<file path="src/tbq_pkg.sv">
`timescale 1ns / 1ps
`default_nettype none

package tbq_pkg;

  // axes carried by one sample transaction
  localparam int NUM_AXES = 3;

  // schedule counter
  localparam int CNT_W = 4;

  // multiplier issue slots of the per-lane schedule
  localparam logic [CNT_W-1:0] STEP_GAIN = 4'd0;
  localparam logic [CNT_W-1:0] STEP_B1   = 4'd1;
  localparam logic [CNT_W-1:0] STEP_B2   = 4'd2;
  localparam logic [CNT_W-1:0] STEP_A1H  = 4'd3;
  localparam logic [CNT_W-1:0] STEP_A1L  = 4'd4;
  localparam logic [CNT_W-1:0] STEP_A2H  = 4'd5;
  localparam logic [CNT_W-1:0] STEP_A2L  = 4'd6;
  localparam logic [CNT_W-1:0] STEP_B0   = 4'd7;
  // state update once the biquad sum is complete, then the output scale products
  localparam logic [CNT_W-1:0] STEP_UPD  = 4'd10;
  localparam logic [CNT_W-1:0] STEP_SH   = 4'd11;
  localparam logic [CNT_W-1:0] STEP_SL   = 4'd12;
  // result saturation, last cycle of the schedule
  localparam logic [CNT_W-1:0] STEP_LAST = 4'd14;

  // configuration register indexes
  localparam int CFG_IDX_W = 4;
  typedef enum logic [CFG_IDX_W-1:0] {
    REG_B0    = 4'd0,
    REG_B1    = 4'd1,
    REG_B2    = 4'd2,
    REG_A1    = 4'd3,
    REG_A2    = 4'd4,
    REG_SCALE = 4'd5,
    REG_GAIN  = 4'd6,
    REG_REMAP = 4'd7
  } cfg_reg_t;

  // sequencer to lane control
  typedef struct packed {
    logic             run;
    logic [CNT_W-1:0] cnt;
  } ctl_t;

  // filter coefficients shared by all lanes
  typedef struct packed {
    logic [31:0] b0;
    logic [31:0] b1;
    logic [31:0] b2;
    logic [31:0] a1;
    logic [31:0] a2;
    logic [31:0] scale;
    logic [31:0] gain;
  } coef_t;

endpackage

`default_nettype wire

</file>
<file path="src/tbq_merge.sv">
`timescale 1ns / 1ps
`default_nettype none

module tbq_merge #(
  parameter int NL = 3
) (
  input  wire                 clk,
  input  wire                 rst_n,
  input  wire                 load,
  input  wire signed [31:0]   lane_res [NL],
  input  wire                 out_stall,
  output logic                out_valid,
  output logic signed [31:0]  out_filt_x,
  output logic signed [31:0]  out_filt_y,
  output logic signed [31:0]  out_filt_z,
  output logic                free
);

  logic signed [31:0] axis_res [tbq_pkg::NUM_AXES];
  logic signed [31:0] filt_r   [tbq_pkg::NUM_AXES];
  logic               out_valid_r;

  // axes without a lane report zero
  for (genvar a = 0; a < tbq_pkg::NUM_AXES; a++) begin : g_axis
    if (a < NL) begin : g_lane
      assign axis_res[a] = lane_res[a];
    end else begin : g_zero
      assign axis_res[a] = '0;
    end
  end

  assign free = !out_valid_r || !out_stall;

  // output register
  always_ff @(posedge clk) begin
    if (!rst_n) begin
      out_valid_r <= 1'b0;
    end else if (load) begin
      out_valid_r <= 1'b1;
    end else if (!out_stall) begin
      out_valid_r <= 1'b0;
    end
  end

  always_ff @(posedge clk) begin
    if (load) begin
      for (int a = 0; a < tbq_pkg::NUM_AXES; a++) begin
        filt_r[a] <= axis_res[a];
      end
    end
  end

  assign out_valid  = out_valid_r;
  assign out_filt_x = filt_r[0];
  assign out_filt_y = filt_r[1];
  assign out_filt_z = filt_r[2];

endmodule

`default_nettype wire
</file>
<file path="config.mk">
export PLATFORM = sky130hd
export DESIGN_NAME = tbq_merge
export DESIGN_NICKNAME = d
export VERILOG_FILES = /design/src/tbq_pkg.sv /design/src/tbq_merge.sv
export SDC_FILE = /design/constraint.sdc
export NUM_CORES = 1
export LEC_CHECK = 0
export BUFFER_PORTS_ARGS = -buffer_cell sky130_fd_sc_hd__buf_2
export CAP_MARGIN = 20
export CORE_MARGIN = 2
export CORE_UTILIZATION = 38
export CTS_BUF_LIST = sky130_fd_sc_hd__clkbuf_4 sky130_fd_sc_hd__clkbuf_8
export CTS_CLUSTER_DIAMETER = 100
export DETAILED_ROUTE_END_ITERATION = 7
export PLACE_DENSITY = 0.77
export SLEW_MARGIN = 10
export SYNTH_ARGS = -nofsm -noshare
export SYNTH_HDL_FRONTEND = slang
export SYNTH_SLANG_ARGS = --single-unit
</file>
<file path="constraint.sdc">
create_clock -name clk -period 0.8 [get_ports clk]
set_input_delay 0.04 -clock clk [delete_from_list [all_inputs] [get_ports clk]]
set_output_delay 0.04 -clock clk [all_outputs]
set_load 0.02 [all_outputs]
</file>
# After elaboration in Yosys (flattened, before gate mapping)
# Memory sizes are Yosys's and may differ from the RTL's.
# Index checks and enable logic that the tools add are counted.
# Widths: inputs -> output; s select.
totals:
  mem_count: 1
  rom_bits: 0
  ramBits: 96
  output_inout_bits: 98
  register_bits: 1
  latch_bits: 0
op_classes:
  bitwise: 0
  add_sub_neg: 0
  n_lt_le_gt_ge: 0
  n_mul: 0
  div: 0
  n_mux: 4
  n_eq_ne: 1
  reduce_logical: 3
  n_shift: 0
mem_list:
  columns: ["memory", "words", "word_bits", "rd", "rd_clocked_by_memory_dff", "wr", "line_no", "rtl"]
  rows:
  - ["filt_r", 3, 32, 3, 0, 3, "tbq_merge.sv:20", "logic signed [31:0] filt_r [tbq_pkg::NUM_AXES];"]
ops:
  columns: ["operator", "count"]
  rows:
  - ["$mux 1", 4]
  - ["$logic_not 1->1", 2]
  - ["$ne 2x2->1 const B", 1]
  - ["$logic_or 1x1->1", 1]

# Longest topological paths before layout
# Gate-level depths: netlist (run 1).
depth:
  ltp_word: 2
  ltp_mapped: 2
  ltp_nobuf: 2

# Least setup slack after synthesis (run 1)
# OpenSTA, ideal clock, no wires.
synth_path:
  path_kind: "reg2reg"
  start: "reg, netlist name out_valid"
  end: "reg out_valid_r, in the netlist out_valid"
  path_slack_ps: 118
  synth_period_minus_slack_ps: 682
  setup_time_ps: 65
  arrival_ps: 617
  required_time_ps: 735
  path_stages_with_launch: 3
  cell_sequence: "dfxtp_1 > a21oi_1 > nor2b_1"
synth_rtl:
  columns: ["element", "line_no", "rtl"]
  rows:
  - ["end signal: assignment", "tbq_merge.sv:37", "out_valid_r <= 1'b0;"]
  - ["end signal: assignment", "tbq_merge.sv:39", "out_valid_r <= 1'b1;"]
  - ["end signal: assignment", "tbq_merge.sv:41", "out_valid_r <= 1'b0;"]
  - ["end: declaration", "tbq_merge.sv:21", "logic out_valid_r;"]

==> metrics.txt, run 1 <==
status=finished with violations; violations in the final reports=negative setup slack; flops & latches, synth=97; count of distinct cell types in the synthesized netlist=5; worst setup timing slack at the placement stage=34.9 ps; standby leakage power=2.41 nW; Crit Path Max Fanout=1; synthesized cell area=2920 µm²; routed length on met2=5.62 mm; vias in the first global route=2515; most common cell after layout, fill and taps aside=sky130_fd_sc_hd__buf_2; Int Pwr=8.34 mW; data arrival time of the critical path=960 ps; topmost layer with routed signal wires=met4; power density over the cells=1970 nW/µm²; initial core utilization=39.8%; highest cell delay on the worst timing path=450 ps; total global routing track utilization=20.9%; clock root buffer=sky130_fd_sc_hd__clkbuf_8; count of input and output buffers=197; area enclosed by the die boundary=8400 µm²; clock sink total=97; number of antenna cells inserted=0; reg2reg end=out_valid$_SDFFE_PN0P_; DR pass1 iterations=4; initial antenna violation count=0; hold path cells=2; core footprint=7330 µm²; CP max stage cell=sky130_fd_sc_hd__edfxtp_1; nature of the critical path startpoint=flop; Clock Path Buffers=2; Power, Total=11.3 mW; min setup slack post-route=-202 ps; cell-by-cell listing of the critical path=buf_6; most used cells in the layout excluding fill and tap cells=122 x sky130_fd_sc_hd__buf_2, 98 x sky130_fd_sc_hd__dlygate4sd3_1, 96 x sky130_fd_sc_hd__edfxtp_1, 74 x sky130_fd_sc_hd__buf_6, 9 x sky130_fd_sc_hd__clkbuf_8; crit path capture type=primary output; mean instance size in the synthesized netlist=29.2 µm²; worst ir drop on vdd=1.12 mV; Detailed Route WL=9.66 mm; hold violation total from the final report=0; final design instance area without fill=5720 µm²; leftover overflow at the end of global routing=0; family of cells with the greatest summed delay on the critical path=flip-flops; cell count along the critical path=1; sequential fraction of the synthesis area=99.5%; Starting DRT DRC Count=102; crit path launch=filt_r[0][4]$_DFFE_PP_; switching portion of total power=25.9%; Final Slew Violations=0; number of maximum-capacitance constraint violations=0; setup slack on the worst flop-to-flop path=160 ps; Post-Synthesis Net Count=200; deepest level of the CTS H-tree=3; clock period minus final worst setup slack=1000 ps; weighted congestion at the end of routability-driven global placement=0.690; average wire length per cell after detail routing=18.8 µm; area of the multi-input gates=17.5 µm²; count of filler cells inserted in the layout=373; Yosys warnings=0; number of top-level pins=198; transition at the pin with the smallest max-transition slack=243 ps; insertion delay of the later-clocked pin in the worst-skew pair=340 ps; routed wire length on met3=775 µm; Met1 Wirelength=3.07 mm; site row count=31; Max transition margin=83.8%; combinational power share=18.2%; termination of the worst setup path=out_filt_x[4]; CTS buffer count=9; post-synthesis to final-layout area growth=95.9%; fraction of layout instances using a drive strength above 1=52.8%; critical path start-end classification=reg -> out; wire length of the first global-routing pass=12.9 mm; Syn Inst Count=100; buffers and inverters on the worst path=1; height of the chip=91.6 µm; data required time of the worst path=760 ps; count of vias placed by the detailed router=2313; clock network power share=26.5%; Switch Pwr=2.91 mW; final setup TNS=-13380 ps; clock tree from TritonCTS=done; Final Cycle Share=125%; part of the power in registers=55.3%; flip-flop and latch area=2900 µm²; cell count of the worst reg-to-reg path=2; achievable clock frequency=998 MHz; Final Net Count=510; largest net degree at the start of global routing=46; RSZ-0062 raised after global routing=yes; Fin Clk Skew=0 ps; # setup viols final=98; Avg Vias per Cell=4.50; reg-to-reg startpoint=out_valid$_SDFFE_PN0P_; clock transition at the registers of the reported paths=110 ps; die extent in x=91.6 µm; worst min-delay path category=in -> reg; number of nets still failing antenna checks after routing=0; area after detailed placement=4090 µm²; number of remaining DRC errors=0
==> cell families after synthesis <==
family | count (synthesis) | share of synthesized area, %
AO/OA/AOI/OAI | 1 | 0.171
flip-flops | 97 | 99.5
AND/OR/NAND/NOR | 2 | 0.343
==> stage by stage <==
stage | hold WS, ps | instances | util, %
detailed placement | 218 | 400 | 55.7
global route | 101 | 514 | 78.0
global placement | 216 | 400 | 55.7
CTS | 95.3 | 514 | 74.0
floorplan | 139 | 100 | -
finish | 121 | 514 | 78.0
==> power by group through the flow <==
stage,clock (mW),sequential (mW),combinational [mW]
2_1_floorplan,0,6.77,0.00755
3_3_place_gp,0,6.21,1.26
3_5_place_dp,0,6.23,1.28
4_1_cts,3.00,6.14,1.78
5_1_grt,3.27,6.26,2.13
6_report,2.98,6.22,2.05
==> worst min-delay path by stage <==
stage	startpoint	end	slack (ps)
after floorplan	lane_res[64]	filt_r[0][0]$_DFFE_PP_	140
after global placement	lane_res[84]	filt_r[0][20]$_DFFE_PP_	220
after detailed placement	lane_res[63]	filt_r[0][63]$_DFFE_PP_	220
after CTS	load	filt_r[0][74]$_DFFE_PP_	100
after global routing	load	filt_r[0][15]$_DFFE_PP_	100
final	load	filt_r[0][15]$_DFFE_PP_	120
==> final cells by class <==
| cell class | instances | share of cell area [%] |
|---|---|---|
| Sequential cell | 97 | 50.8 |
| Timing Repair Buffer | 299 | 43.5 |
| Clock buffer | 10 | 2.30 |
| Tap cell | 99 | 2.17 |
| Clock inverter | 6 | 0.898 |
| Multi-Input combinational cell | 3 | 0.306 |
==> metal layers <==
metal  global-route usage, %  up-vias
met3                    6.49       18
met5                       0        -
li1                        -     1023
met2                    40.3      144
met4                    10.4        0
met1                    19.4     1128
==> registers in the layout (all words and copies together) (netlist names) <==
register   count
out_valid      1
filt_r        96
==> synth_stat cells, drive strengths merged <==
master | count | area share (%)
edfxtp | 96 | 99
a21oi | 1 | 0.17
dfxtp | 1 | 0.69
nand2 | 1 | 0.13
nor2b | 1 | 0.21
==> what timing repair did <==
action | 4_1_cts | 5_1_grt
hold endpoints to repair | 97 | 0
setup buffers | 0 | 0
endpoints found under the setup margin | 98 | 98
resized for setup | 58 | 93
hold buffers | 98 | 0
No activity file was read; power rests on OpenSTA's default activity.
==> run 2, diff against run 1 <==
Settings changed: RECOVER_POWER set to 25.
==> metrics.txt, run 2 (synthesized netlist as in run 1, its figures left out) <==
nature of the critical path startpoint=flop; min setup slack post-route=-209 ps (-7.39 ps); Detailed Route WL=9.67 mm (+0.16%); family of cells with the greatest summed delay on the critical path=flip-flops; violations in the final reports=negative setup slack; termination of the worst setup path=out_filt_x[4]; transition at the pin with the smallest max-transition slack=441 ps (+198 ps); critical path start-end classification=reg -> out; total global routing track utilization=20.9% (unchanged); Max transition margin=70.6% (-13 points); flip-flop count of the largest register after layout=96 (unchanged); reg2reg end=out_valid$_SDFFE_PN0P_; largest net degree at the start of global routing=46 (unchanged); utilization of the core after routing=77.7% (-0.31 points); count of filler cells inserted in the layout=379 (+1.6%); number of top-level pins=198 (unchanged); site row count=31 (unchanged); RSZ-0062 raised after global routing=yes; DR pass1 iterations=4 (unchanged); data required time of the worst path=760 ps (about the same); Avg Vias per Cell=4.51 (+0.17%); post-CTS setup buffer count=0 (unchanged); standby leakage power=2.40 nW (-0.53%); status=finished with violations; initial antenna violation count=0 (unchanged); insertion delay of the later-clocked pin in the worst-skew pair=340 ps (about the same); Final Slew Violations=0 (unchanged); count of vias placed by the detailed router=2317 (+0.17%); weighted congestion at the end of routability-driven global placement=0.690 (unchanged); vias in the first global route=2515 (unchanged); power density over the cells=1970 nW/µm² (+0.28%); worst min-delay path category=in -> reg; Fin Clk Skew=0 ps (unchanged); initial core utilization=39.8% (unchanged); Starting DRT DRC Count=102 (unchanged); worst ir drop on vdd=1.12 mV (about the same); Clock Path Buffers=2 (unchanged); clock root buffer=sky130_fd_sc_hd__clkbuf_8; most common cell after layout, fill and taps aside=sky130_fd_sc_hd__buf_2; clock transition at the registers of the reported paths=110 ps (about the same); core footprint=7330 µm² (unchanged); height of the chip=91.6 µm (unchanged); fraction of layout instances using a drive strength above 1=52.3% (-0.48 points); average wire length per cell after detail routing=18.8 µm (+0.16%); Final Cycle Share=126% (+0.92 points); buffers and inverters on the worst path=1 (unchanged); clock period minus final worst setup slack=1010 ps (+7.39 ps); count of input and output buffers=197 (unchanged); reg-to-reg startpoint=out_valid$_SDFFE_PN0P_; CP max stage cell=sky130_fd_sc_hd__edfxtp_1; clock sink total=97 (unchanged); setup slack on the worst flop-to-flop path=160 ps (about the same); register with the most flip-flops=filt_r; # setup viols final=98 (unchanged); clock tree from TritonCTS=done; crit path launch=filt_r[0][4]$_DFFE_PP_; area after detailed placement=4090 µm² (unchanged); final design instance area without fill=5690 µm² (-0.39%); number of maximum-capacitance constraint violations=0 (unchanged); CTS buffer count=9 (unchanged); number of nets still failing antenna checks after routing=0 (unchanged); data arrival time of the critical path=970 ps (about the same); achievable clock frequency=991 MHz (-0.73%); number of antenna cells inserted=0 (unchanged); most used cells in the layout excluding fill and tap cells=122 x sky130_fd_sc_hd__buf_2, 98 x sky130_fd_sc_hd__dlygate4sd3_1, 96 x sky130_fd_sc_hd__edfxtp_1, 74 x sky130_fd_sc_hd__buf_6, 9 x sky130_fd_sc_hd__clkbuf_8; highest cell delay on the worst timing path=450 ps (about the same); cell-by-cell listing of the critical path=buf_6; number of remaining DRC errors=0 (unchanged); leftover overflow at the end of global routing=0 (unchanged); area enclosed by the die boundary=8400 µm² (unchanged); Crit Path Max Fanout=1 (unchanged); hold violation total from the final report=0 (unchanged); flip-flop and latch area=2900 µm² (unchanged); wire length of the first global-routing pass=12.9 mm (unchanged); crit path capture type=primary output; cell count along the critical path=1 (unchanged); Final Net Count=510 (unchanged); die extent in x=91.6 µm (unchanged); deepest level of the CTS H-tree=3 (unchanged); cell count of the worst reg-to-reg path=2 (unchanged); area of the multi-input gates=17.5 µm² (unchanged); post-synthesis to final-layout area growth=95.1%
-- run 2: timing repair --
item,4_1_cts,5_1_grt
setup endpoints to repair,98,98
hold buffers,98,0
hold endpoints to repair,97,0
gates resized for setup,58,93
-- run 2: how the worst min path moves through the flow --
| stage | startpoint | slack, ps | cells after the start | endpoint |
|---|---|---|---|---|
| floorplan | lane_res[64] | 140 | 0 | filt_r[0][0]$_DFFE_PP_ |
| global placement | lane_res[84] | 220 | 1 | filt_r[0][20]$_DFFE_PP_ |
| detailed placement | lane_res[63] | 220 | 1 | filt_r[0][63]$_DFFE_PP_ |
| CTS | load | 100 | 2 | filt_r[0][74]$_DFFE_PP_ |
| global route | load | 230 | 2 | filt_r[0][4]$_DFFE_PP_ |
| finish | load | 240 | 2 | filt_r[0][4]$_DFFE_PP_ |
-- run 2: worst register-to-register path, cell delays in order (launching register included) --
cell and delay (ps):
sky130_fd_sc_hd__dfxtp_2 340, sky130_fd_sc_hd__a21oi_1 130, sky130_fd_sc_hd__nor2b_1 60
-- run 2: power breakdown --
| part | switching [mW] | total (mW) | internal, mW |
|---|---|---|---|
| Combinational | 0.950 | 2.03 | 1.08 |
| Clock | 1.77 | 2.98 | 1.21 |
| Sequential | 0.186 | 6.22 | 6.03 |
-- run 2: area by class of cell --
type                       count  area share, %
sequential                    97           51.0
clock inverter                 6          0.901
clock buffer                  10           2.31
multi-input combinational      3          0.308
tap                           99           2.18
timing repair buffer         299           43.3
-- run 2: layer usage --
layer	vias up	GRT usage, %	part of all wire (%)
met5	-	0	0
met4	0	10.4	2.1
met3	18	6.49	8.2
met2	147	40.3	57
met1	1127	19.4	32
li1	1025	-	-
-- run 2: through the flow --
stage          power (mW)  setup slack, ps  std cells  hold WS, ps  TNS, ps
3_5_place_dp         7.51             34.9        400          218        0
6_report             11.2             -209        514          243   -13340
2_1_floorplan        6.78              118        100          139        0
3_3_place_gp         7.47             44.9        400          216        0
4_1_cts              10.9             -175        514         95.3   -14170
5_1_grt              11.6             -242        514          234   -17720
