[config.mk]
export PLATFORM = sky130hd
export DESIGN_NAME = tbq_lane
export DESIGN_NICKNAME = d
export VERILOG_FILES = /design/src/tbq_pkg.sv /design/src/tbq_lane.sv
export SDC_FILE = /design/constraint.sdc
export NUM_CORES = 2
export LEC_CHECK = 0
export ABC_AREA = 1
export BUFFER_PORTS_ARGS = -buffer_cell sky130_fd_sc_hd__buf_2
export CAP_MARGIN = 10
export CORE_MARGIN = 3
export CORE_UTILIZATION = 55
export DETAILED_ROUTE_END_ITERATION = 10
export GPL_TIMING_DRIVEN = 0
export MAX_ROUTING_LAYER = met4
export PLACE_DENSITY_LB_ADDON = 0.08
export SLEW_MARGIN = 15
export SYNTH_ARGS = -nofsm -noshare
export SYNTH_HDL_FRONTEND = slang
export SYNTH_SLANG_ARGS = --single-unit
[constraint.sdc]
create_clock -name clk -period 11.1 [get_ports clk]
set_clock_uncertainty 0.15 [all_clocks]
set_input_delay 1.11 -clock clk [delete_from_list [all_inputs] [get_ports clk]]
set_output_delay 1.11 -clock clk [all_outputs]
set_load 0.05 [all_outputs]
[src/tbq_pkg.sv]
`timescale 1ns / 1ps
`default_nettype none

package tbq_pkg;

  // axes carried by one sample transaction
  localparam int NUM_AXES = 3;

  // schedule counter
  localparam int CNT_W = 4;

  // multiplier issue slots of the per-lane schedule
  localparam logic [CNT_W-1:0] STEP_GAIN = 4'd0;
  localparam logic [CNT_W-1:0] STEP_B1   = 4'd1;
  localparam logic [CNT_W-1:0] STEP_B2   = 4'd2;
  localparam logic [CNT_W-1:0] STEP_A1H  = 4'd3;
  localparam logic [CNT_W-1:0] STEP_A1L  = 4'd4;
  localparam logic [CNT_W-1:0] STEP_A2H  = 4'd5;
  localparam logic [CNT_W-1:0] STEP_A2L  = 4'd6;
  localparam logic [CNT_W-1:0] STEP_B0   = 4'd7;
  // state update once the biquad sum is complete, then the output scale products
  localparam logic [CNT_W-1:0] STEP_UPD  = 4'd10;
  localparam logic [CNT_W-1:0] STEP_SH   = 4'd11;
  localparam logic [CNT_W-1:0] STEP_SL   = 4'd12;
  // result saturation, last cycle of the schedule
  localparam logic [CNT_W-1:0] STEP_LAST = 4'd14;

  // configuration register indexes
  localparam int CFG_IDX_W = 4;
  typedef enum logic [CFG_IDX_W-1:0] {
    REG_B0    = 4'd0,
    REG_B1    = 4'd1,
    REG_B2    = 4'd2,
    REG_A1    = 4'd3,
    REG_A2    = 4'd4,
    REG_SCALE = 4'd5,
    REG_GAIN  = 4'd6,
    REG_REMAP = 4'd7
  } cfg_reg_t;

  // sequencer to lane control
  typedef struct packed {
    logic             run;
    logic [CNT_W-1:0] cnt;
  } ctl_t;

  // filter coefficients shared by all lanes
  typedef struct packed {
    logic [31:0] b0;
    logic [31:0] b1;
    logic [31:0] b2;
    logic [31:0] a1;
    logic [31:0] a2;
    logic [31:0] scale;
    logic [31:0] gain;
  } coef_t;

endpackage

`default_nettype wire

[src/tbq_lane.sv]
`timescale 1ns / 1ps
`default_nettype none

module tbq_lane (
  input  wire                  clk,
  input  wire                  rst_n,
  input  wire tbq_pkg::ctl_t   ctl,
  input  wire tbq_pkg::coef_t  coef,
  input  wire signed [31:0]    ax,
  output logic signed [31:0]   res
);

  function automatic logic signed [31:0] sat32(input logic signed [51:0] v);
    logic signed [31:0] r;
    if (v > 52'sd2147483647) r = 32'sh7FFFFFFF;
    else if (v < -52'sd2147483648) r = 32'sh80000000;
    else r = v[31:0];
    return r;
  endfunction

  function automatic logic signed [47:0] sat48(input logic signed [55:0] v);
    logic signed [47:0] r;
    if (v > 56'sh0000_7FFF_FFFF_FFFF) r = 48'sh7FFF_FFFF_FFFF;
    else if (v < -56'sh0000_8000_0000_0000) r = 48'sh8000_0000_0000;
    else r = v[47:0];
    return r;
  endfunction

  // shared multiplier operands and registered product
  logic signed [32:0] mul_a;
  logic signed [31:0] mul_b;
  logic signed [64:0] prod_r;

  // filter state
  logic signed [31:0] x1_r, x2_r;
  logic signed [47:0] y1_r, y2_r;

  // per-sample working registers
  logic signed [31:0] x0_r;
  logic signed [55:0] hold_r;
  logic signed [51:0] term_r;
  logic signed [55:0] acc_r;
  logic signed [31:0] res_r;

  logic signed [40:0] gain_sh;
  logic signed [51:0] gain_ext;
  logic signed [51:0] b_term;
  logic signed [80:0] full_sum;
  logic signed [51:0] l_term;
  logic signed [47:0] y0_sat;

  // operand select for the current schedule slot
  always_comb begin
    mul_a = '0;
    mul_b = '0;
    case (ctl.cnt)
      tbq_pkg::STEP_GAIN: begin
        mul_a = {ax[31], ax};
        mul_b = $signed(coef.gain);
      end
      tbq_pkg::STEP_B1: begin
        mul_a = {x1_r[31], x1_r};
        mul_b = $signed(coef.b1);
      end
      tbq_pkg::STEP_B2: begin
        mul_a = {x2_r[31], x2_r};
        mul_b = $signed(coef.b2);
      end
      tbq_pkg::STEP_A1H: begin
        mul_a = {{9{y1_r[47]}}, y1_r[47:24]};
        mul_b = $signed(coef.a1);
      end
      tbq_pkg::STEP_A1L: begin
        mul_a = {9'd0, y1_r[23:0]};
        mul_b = $signed(coef.a1);
      end
      tbq_pkg::STEP_A2H: begin
        mul_a = {{9{y2_r[47]}}, y2_r[47:24]};
        mul_b = $signed(coef.a2);
      end
      tbq_pkg::STEP_A2L: begin
        mul_a = {9'd0, y2_r[23:0]};
        mul_b = $signed(coef.a2);
      end
      tbq_pkg::STEP_B0: begin
        mul_a = {x0_r[31], x0_r};
        mul_b = $signed(coef.b0);
      end
      tbq_pkg::STEP_SH: begin
        mul_a = {{9{y1_r[47]}}, y1_r[47:24]};
        mul_b = $signed(coef.scale);
      end
      tbq_pkg::STEP_SL: begin
        mul_a = {9'd0, y1_r[23:0]};
        mul_b = $signed(coef.scale);
      end
      default: begin
        mul_a = '0;
        mul_b = '0;
      end
    endcase
  end

  always_ff @(posedge clk) begin
    prod_r <= mul_a * mul_b;
  end

  // product post-processing: floor shifts and recombination of split products
  assign gain_sh  = prod_r[64:24];
  assign gain_ext = {{11{gain_sh[40]}}, gain_sh};
  assign b_term   = {{16{prod_r[64]}}, prod_r[64:29]};
  assign full_sum = $signed({hold_r[55], hold_r, 24'd0}) + $signed({{16{prod_r[64]}}, prod_r});
  assign l_term   = full_sum[80:29];
  assign y0_sat   = sat48(acc_r);

  // working registers, stepped by the schedule
  always_ff @(posedge clk) begin
    if (ctl.run) begin
      case (ctl.cnt)
        tbq_pkg::STEP_GAIN + 4'd1: x0_r <= sat32(gain_ext);
        tbq_pkg::STEP_B1 + 4'd1,
        tbq_pkg::STEP_B2 + 4'd1,
        tbq_pkg::STEP_B0 + 4'd1: term_r <= b_term;
        tbq_pkg::STEP_A1H + 4'd1,
        tbq_pkg::STEP_A2H + 4'd1,
        tbq_pkg::STEP_SH + 4'd1: hold_r <= prod_r[55:0];
        tbq_pkg::STEP_A1L + 4'd1,
        tbq_pkg::STEP_A2L + 4'd1,
        tbq_pkg::STEP_SL + 4'd1: term_r <= l_term;
        default: ;
      endcase
      // accumulate the five biquad terms
      case (ctl.cnt)
        tbq_pkg::STEP_B1 + 4'd2: acc_r <= {{4{term_r[51]}}, term_r};
        tbq_pkg::STEP_B2 + 4'd2,
        tbq_pkg::STEP_A1L + 4'd2,
        tbq_pkg::STEP_A2L + 4'd2,
        tbq_pkg::STEP_B0 + 4'd2: acc_r <= acc_r + {{4{term_r[51]}}, term_r};
        default: ;
      endcase
      if (ctl.cnt == tbq_pkg::STEP_LAST) begin
        res_r <= sat32(term_r);
      end
    end
  end

  // delay line update once the sum is done
  always_ff @(posedge clk) begin
    if (!rst_n) begin
      x1_r <= '0;
      x2_r <= '0;
      y1_r <= '0;
      y2_r <= '0;
    end else if (ctl.run && ctl.cnt == tbq_pkg::STEP_UPD) begin
      x2_r <= x1_r;
      x1_r <= x0_r;
      y2_r <= y1_r;
      y1_r <= y0_sat;
    end
  end

  assign res = res_r;

endmodule

`default_nettype wire

### Word-level counts from Yosys, hierarchy flattened

Cells that the tools add are included.

| operators by class | value |
|---|---|
| add/subtract/negate cells | 2 |
| equality and inequality tests | 14 |
| bitwise operators | 0 |
| muxes and demuxes | 8 |
| order comparisons | 6 |
| shifts and indexed selects | 0 |
| multiply operators | 1 |
| div/mod/pow operators | 0 |
| reductions and logical operators | 18 |

Operators by type and width:

| kind | count |
|---|---|
| 33-bit case mux with 8 select lines | 1 |
| 32-bit case mux with 7 select lines | 1 |
| 56-bit case mux with 2 select lines | 1 |
| 52-bit case mux with 2 select lines | 1 |
| 48-bit 2-to-1 mux | 2 |
| 80-bit by 65-bit adder with 81-bit output | 1 |
| 33-bit by 32-bit multiplier with 65-bit output | 1 |
| 32-bit 2-to-1 mux | 2 |
| 56-bit adder | 1 |
| 56-bit by 48-bit > comparator with 1-bit output, second input constant | 1 |
| 56-bit by 48-bit < comparator with 1-bit output, second input constant | 1 |
| 52-bit by 32-bit > comparator with 1-bit output, second input constant | 1 |
| 52-bit by 32-bit < comparator with 1-bit output, second input constant | 1 |
| 41-bit by 32-bit > comparator with 1-bit output, second input constant | 1 |
| 41-bit by 32-bit < comparator with 1-bit output, second input constant | 1 |
| 4-bit equality test, second input constant | 7 |
| 4-bit by 3-bit equality test with 1-bit output, second input constant | 4 |
| 2-bit AND reduction | 5 |
| 2-bit OR reduction | 5 |
| 3-bit OR reduction | 3 |
| 4-bit by 2-bit equality test with 1-bit output, second input constant | 2 |
| 4-bit by 1-bit equality test with 1-bit output, second input constant | 1 |
| 4-bit logical NOT | 1 |
| 2-bit nonzero test | 2 |
| 2 further kinds | 2 |

| word-level totals | value |
|---|---|
| RAM bits | 0 |
| latch bits | 0 |
| register bits after elaboration | 453 |
| ROM bits | 0 |
| memories kept | 0 |

### Longest topological paths before layout

| logic depth | value |
|---|---|
| word-level depth | 4 |
| gate-level depth with buffers | 41 |
| gate-level depth less buffers | 37 |

### Worst setup path after synthesis

No wires, ideal clock.

| timing | value |
|---|---|
| kind | input to register |
| start | in ctl[2] in the netlist's numbering |
| end | reg prod_r[64] |
| path slack | 2.052 ns |
| arrival time | 8.785 ns |
| required time | 10.837 ns |
| stages on the path | 32 |
| cells stage by stage | buf_4 nor2_4 nand2_1 inv_2 buf_2 nand2_1 o21ai_0 nor3_1 clkbuf_1 nor2_1 fa_1 fa_1 fa_1 inv_1 fa_1 inv_1 fa_1 inv_1 fa_1 fa_1 fa_1 inv_1 ha_1 inv_1 nor3_1 inv_1 nor2_1 nand2_1 nor3_1 nand2_1 nand3_1 nand2_1 |

| on the way | value |
|---|---|
| cells in the longest elaborated chain, start to end | 4 |

RTL lines:

| element | line | RTL |
|---|---|---|
| start, declared | tbq_lane.sv:7 | `input wire tbq_pkg::ctl_t ctl,` |
| 4-bit by 3-bit equality test with 1-bit output, or another cell as far along | tbq_lane.sv:56 | `case (ctl.cnt)` |
| 2-bit OR reduction (no line) | -- |  |
| 33-bit case mux with 8 select lines / 32-bit case mux with 7 select lines (equally long branches) | tbq_lane.sv:56 |  |
| 33-bit by 32-bit multiplier with 65-bit output (*) | tbq_lane.sv:105 | `prod_r <= mul_a * mul_b;` |
| end signal, assigned | tbq_lane.sv:105 |  |
| end, declared | tbq_lane.sv:32 | `logic signed [64:0] prod_r;` |

Every way passes the cells marked *; elsewhere a longest branch is shown, timed or not.
A chain may end at the register's enable or synchronous reset.

### Worst setup path after layout

| timing | value |
|---|---|
| start | in ctl[1] in the netlist's numbering |
| end | reg prod_r[63] |

The elaborated chain is that of the path after synthesis.

==> results.yml <==
worst_setup_path:
  slowest_delay_ns: 0.86
  crit_top_cell: "fa_1"
  worstRegToRegCells: 28
  cpMaxStageDelayCell: "nand4_1"
  cp.arrival_ns: 11.09
  reg2reg_slack_ns: 0.98
  cp-end-kind: "register"
  critPathKind: "in2reg"
  r2r-start: "x0_r[13]$_SDFFCE_PN1P_"
  crit_fanout: 10
  crit_required_ns: 11.44
  crit_path_start_kind: "input port"
  r2r-end: "prod_r[63]$_DFF_P_"
  critPathBufInv: 11
  path_delay_family: "adder cells"
die:
  die_area_sq_mm: 0.124
  initial_core_util_pct: 55.7
  rows: 126
  die_h_um: 353
  io_pins: 295
  core_sq_mm: 0.119
  die_width_um: 353
yosys:
  ys_warn_count: 0
  synth_top_area_share_pct: 33.0
  syn_area_sq_mm: 0.0661
  synthFlopType: "edfxtp_1"
  synth_edf_count: 228
  syn_nets: 10330
  synth-seq-cells: 453
  synth_cells: 8681
  syn_area_per_cell_sq_um: 7.61
  synthTopCellsByArea: "fa_1, nand2_1, inv_1"
  yosysTopAreaCell: "fa_1"
  ys_seq_area_share_pct: 17.2
  synth_cell_type_count: 57
  synthArstFlopShare_pct: 0
min_path:
  hold_path_depth: 0
  min_to: "hold_r[20]$_DFFE_PP_"
  holdCritPathClass: "reg2reg"
  min_from: "prod_r[20]$_DFF_P_"
pwr:
  fin_total_pwr_uw: 11500
  p_per_area_mw_per_mm2: 161
  peakVddDrop_uv: 257
  leakage_uw: 0.0371
final_layout:
  layout-drive-gt1-share_pct: 7.86
  nets: 10686
  final_core_util_pct: 60.3
  area_growth_syn_to_layout_pct: 8.24
  layout.cells.non_filler: 10697
sta:
  slew_headroom_pct: 10.2
  fin_hold_ws_ns: 0.249
  fmax_mhz: 93.0
  setup_viol: 0
  rsz0062_at_grt: "no"
  fin_crit_sh_pct: 96.9
  layout_min_cycle_time_ns: 10.75
  hold_viol: 0
  tightest_slew_ns: 1.34
  timing.final.ws_setup_ns: 0.348
  slew_violations: 0
detailed_routing:
  drc: 0
  wirelength_um: 288000
  antenna_left: 0
  vias: 62573
  wire_per_inst_um: 27.0
  dr.first_iter.drc_count: 8100
  dr.pass1.iters: 9
  vias_per_cell: 5.85
clocking:
  cts-root-buf: "clkbuf_16"
  h-tree-depth: 2
  clk_pin_slew_ns: 0.06
  postCtsSetupRepairBufs: 0
  cts_tree: "built"
  clock_sinks: 453
  numCtsBuffers: 49
  cts_max_path_buffers: 3
  clk_latency_ns: 0.63
global_route:
  grt_pass1_wl_um: 411000
  grt_overflow: 0
  grt_pass1_vias: 60362
  grt_max_degree: 56
  grtUsageTotal_pct: 47.2
  antenna_found_initial: 18
place:
  hpwl_um: 245000
  port-buffer-count: 292
  dp_cells: 10586
  gp_congestion: 1.10
  pre_cts_slack_ns: -0.181
status:
  status: "finished, final reports clean"
flow_run:
  maxCapViolations: 0
report_power, final:
part           switching [uW]  internal [uW]
combinational            5090           2270
sequential                431           2060
clock                     752            936
total                    6270           5260
per-stage QoR:
stage / setup TNS (ns) / cell area [sq um]
after floorplan: 0 / 66100
after global placement: -10.27 / 69600
after detailed placement: -0.624 / 69900
after CTS: 0 / 71500
after global routing: 0 / 71500
final: 0 / 71500
sequential cells by signal (all words and copies together) (netlist names):
register,count
x2_r,32
res,32
x1_r,32
hold_r,56
prod_r,65
acc_r,56
y2_r,48
y1_r,48
term_r,52
x0_r,32
worst max-delay path by stage:
| stage | from | end | cells past startpoint |
|---|---|---|---|
| 2_1_floorplan | ctl[2] | prod_r[64]$_DFF_P_ | 32 |
| 3_3_place_gp | ctl[3] | prod_r[58]$_DFF_P_ | 28 |
| 3_5_place_dp | ctl[1] | prod_r[64]$_DFF_P_ | 36 |
| 4_1_cts | ctl[1] | prod_r[64]$_DFF_P_ | 37 |
| 5_1_grt | ctl[1] | prod_r[64]$_DFF_P_ | 34 |
| 6_report | ctl[1] | prod_r[63]$_DFF_P_ | 34 |
repair_timing:
item,4_1_cts,5_1_grt
hold buffers,0,0
gates resized for setup,0,2
endpoints found under the setup margin,0,4
cells in the final DEF (no fill, tap or decap), types with 7 or more instances in the layout:
cell,netlist,final
nor4_1,21,20
nand3_1,284,284
diode_2,0,20
buf_4,33,36
clkbuf_1,96,108
a22o_1,26,26
inv_1,1878,1877
nor2_1,1000,997
fa_1,1091,1089
clkinv_2,1,8
clkbuf_16,0,51
a221oi_1,20,20
edfxtp_1,228,228
o22ai_1,8,8
nand4_1,106,106
nand4_2,9,9
and3_1,8,8
nor2_4,7,9
o21ai_0,353,353
xor2_1,40,40
buf_2,110,402
or2_2,18,18
inv_2,45,45
nand2_1,2237,2237
buf_6,44,46
ha_1,295,295
nor3_1,38,35
a21oi_1,294,293
nor2_2,12,13
dfxtp_1,225,224
o21ai_2,6,7
xnor2_1,31,31
o21bai_1,36,36
worst register-to-register path: cells and delay by family (launching register included):
kind | cells | cell delay [ns]
adder cells (fa/ha/maj) | 9 | 4.78
AND/OR/NAND/NOR | 8 | 1.70
AO/OA/AOI/OAI | 4 | 1.46
buffers and inverters | 7 | 1.32
flip-flops | 1 | 0.60
cells in the mapped netlist (31+ instances only):
library cell / count
nand2_1: 2237
inv_1: 1878
fa_1: 1091
nor2_1: 1000
o21ai_0: 353
ha_1: 295
a21oi_1: 294
nand3_1: 284
edfxtp_1: 228
dfxtp_1: 225
buf_2: 110
nand4_1: 106
clkbuf_1: 96
inv_2: 45
buf_6: 44
xor2_1: 40
nor3_1: 38
o21bai_1: 36
buf_4: 33
xnor2_1: 31
per-layer routing:
| layer | global-route usage [%] | wire (um) |
|---|---|---|
| met3 | 16.5 | 42800 |
| met5 | - | 0 |
| met2 | 65.2 | 118000 |
| met4 | 25.6 | 20700 |
| met1 | 60.7 | 107000 |
final cells by class:
type / instances / area [sq um]
diodes: 20 / 50.0
plain buffers: 288 / 1670
clock buffers: 68 / 1390
clock inverters: 23 / 229
fillers: 10992 / 47200
inverters: 1924 / 7230
multi-input cells: 6016 / 45900
flip-flops and latches: 453 / 11400
well taps: 1600 / 2000
repair buffers: 305 / 1680
kinds of logic (layout without fill, tap and decap cells):
logic type,count (synthesis),in the layout,share of synthesized area [%]
compound gates,786,786,6.66
xor+xnor,71,71,0.941
fa+ha+maj,1386,1386,38.6
buf+inv,2212,2608,13.5
flops,453,453,17.2
other cells,0,20,0
simple gates,3773,3773,23.1
Note: power is estimated with default switching activity, not from simulation.
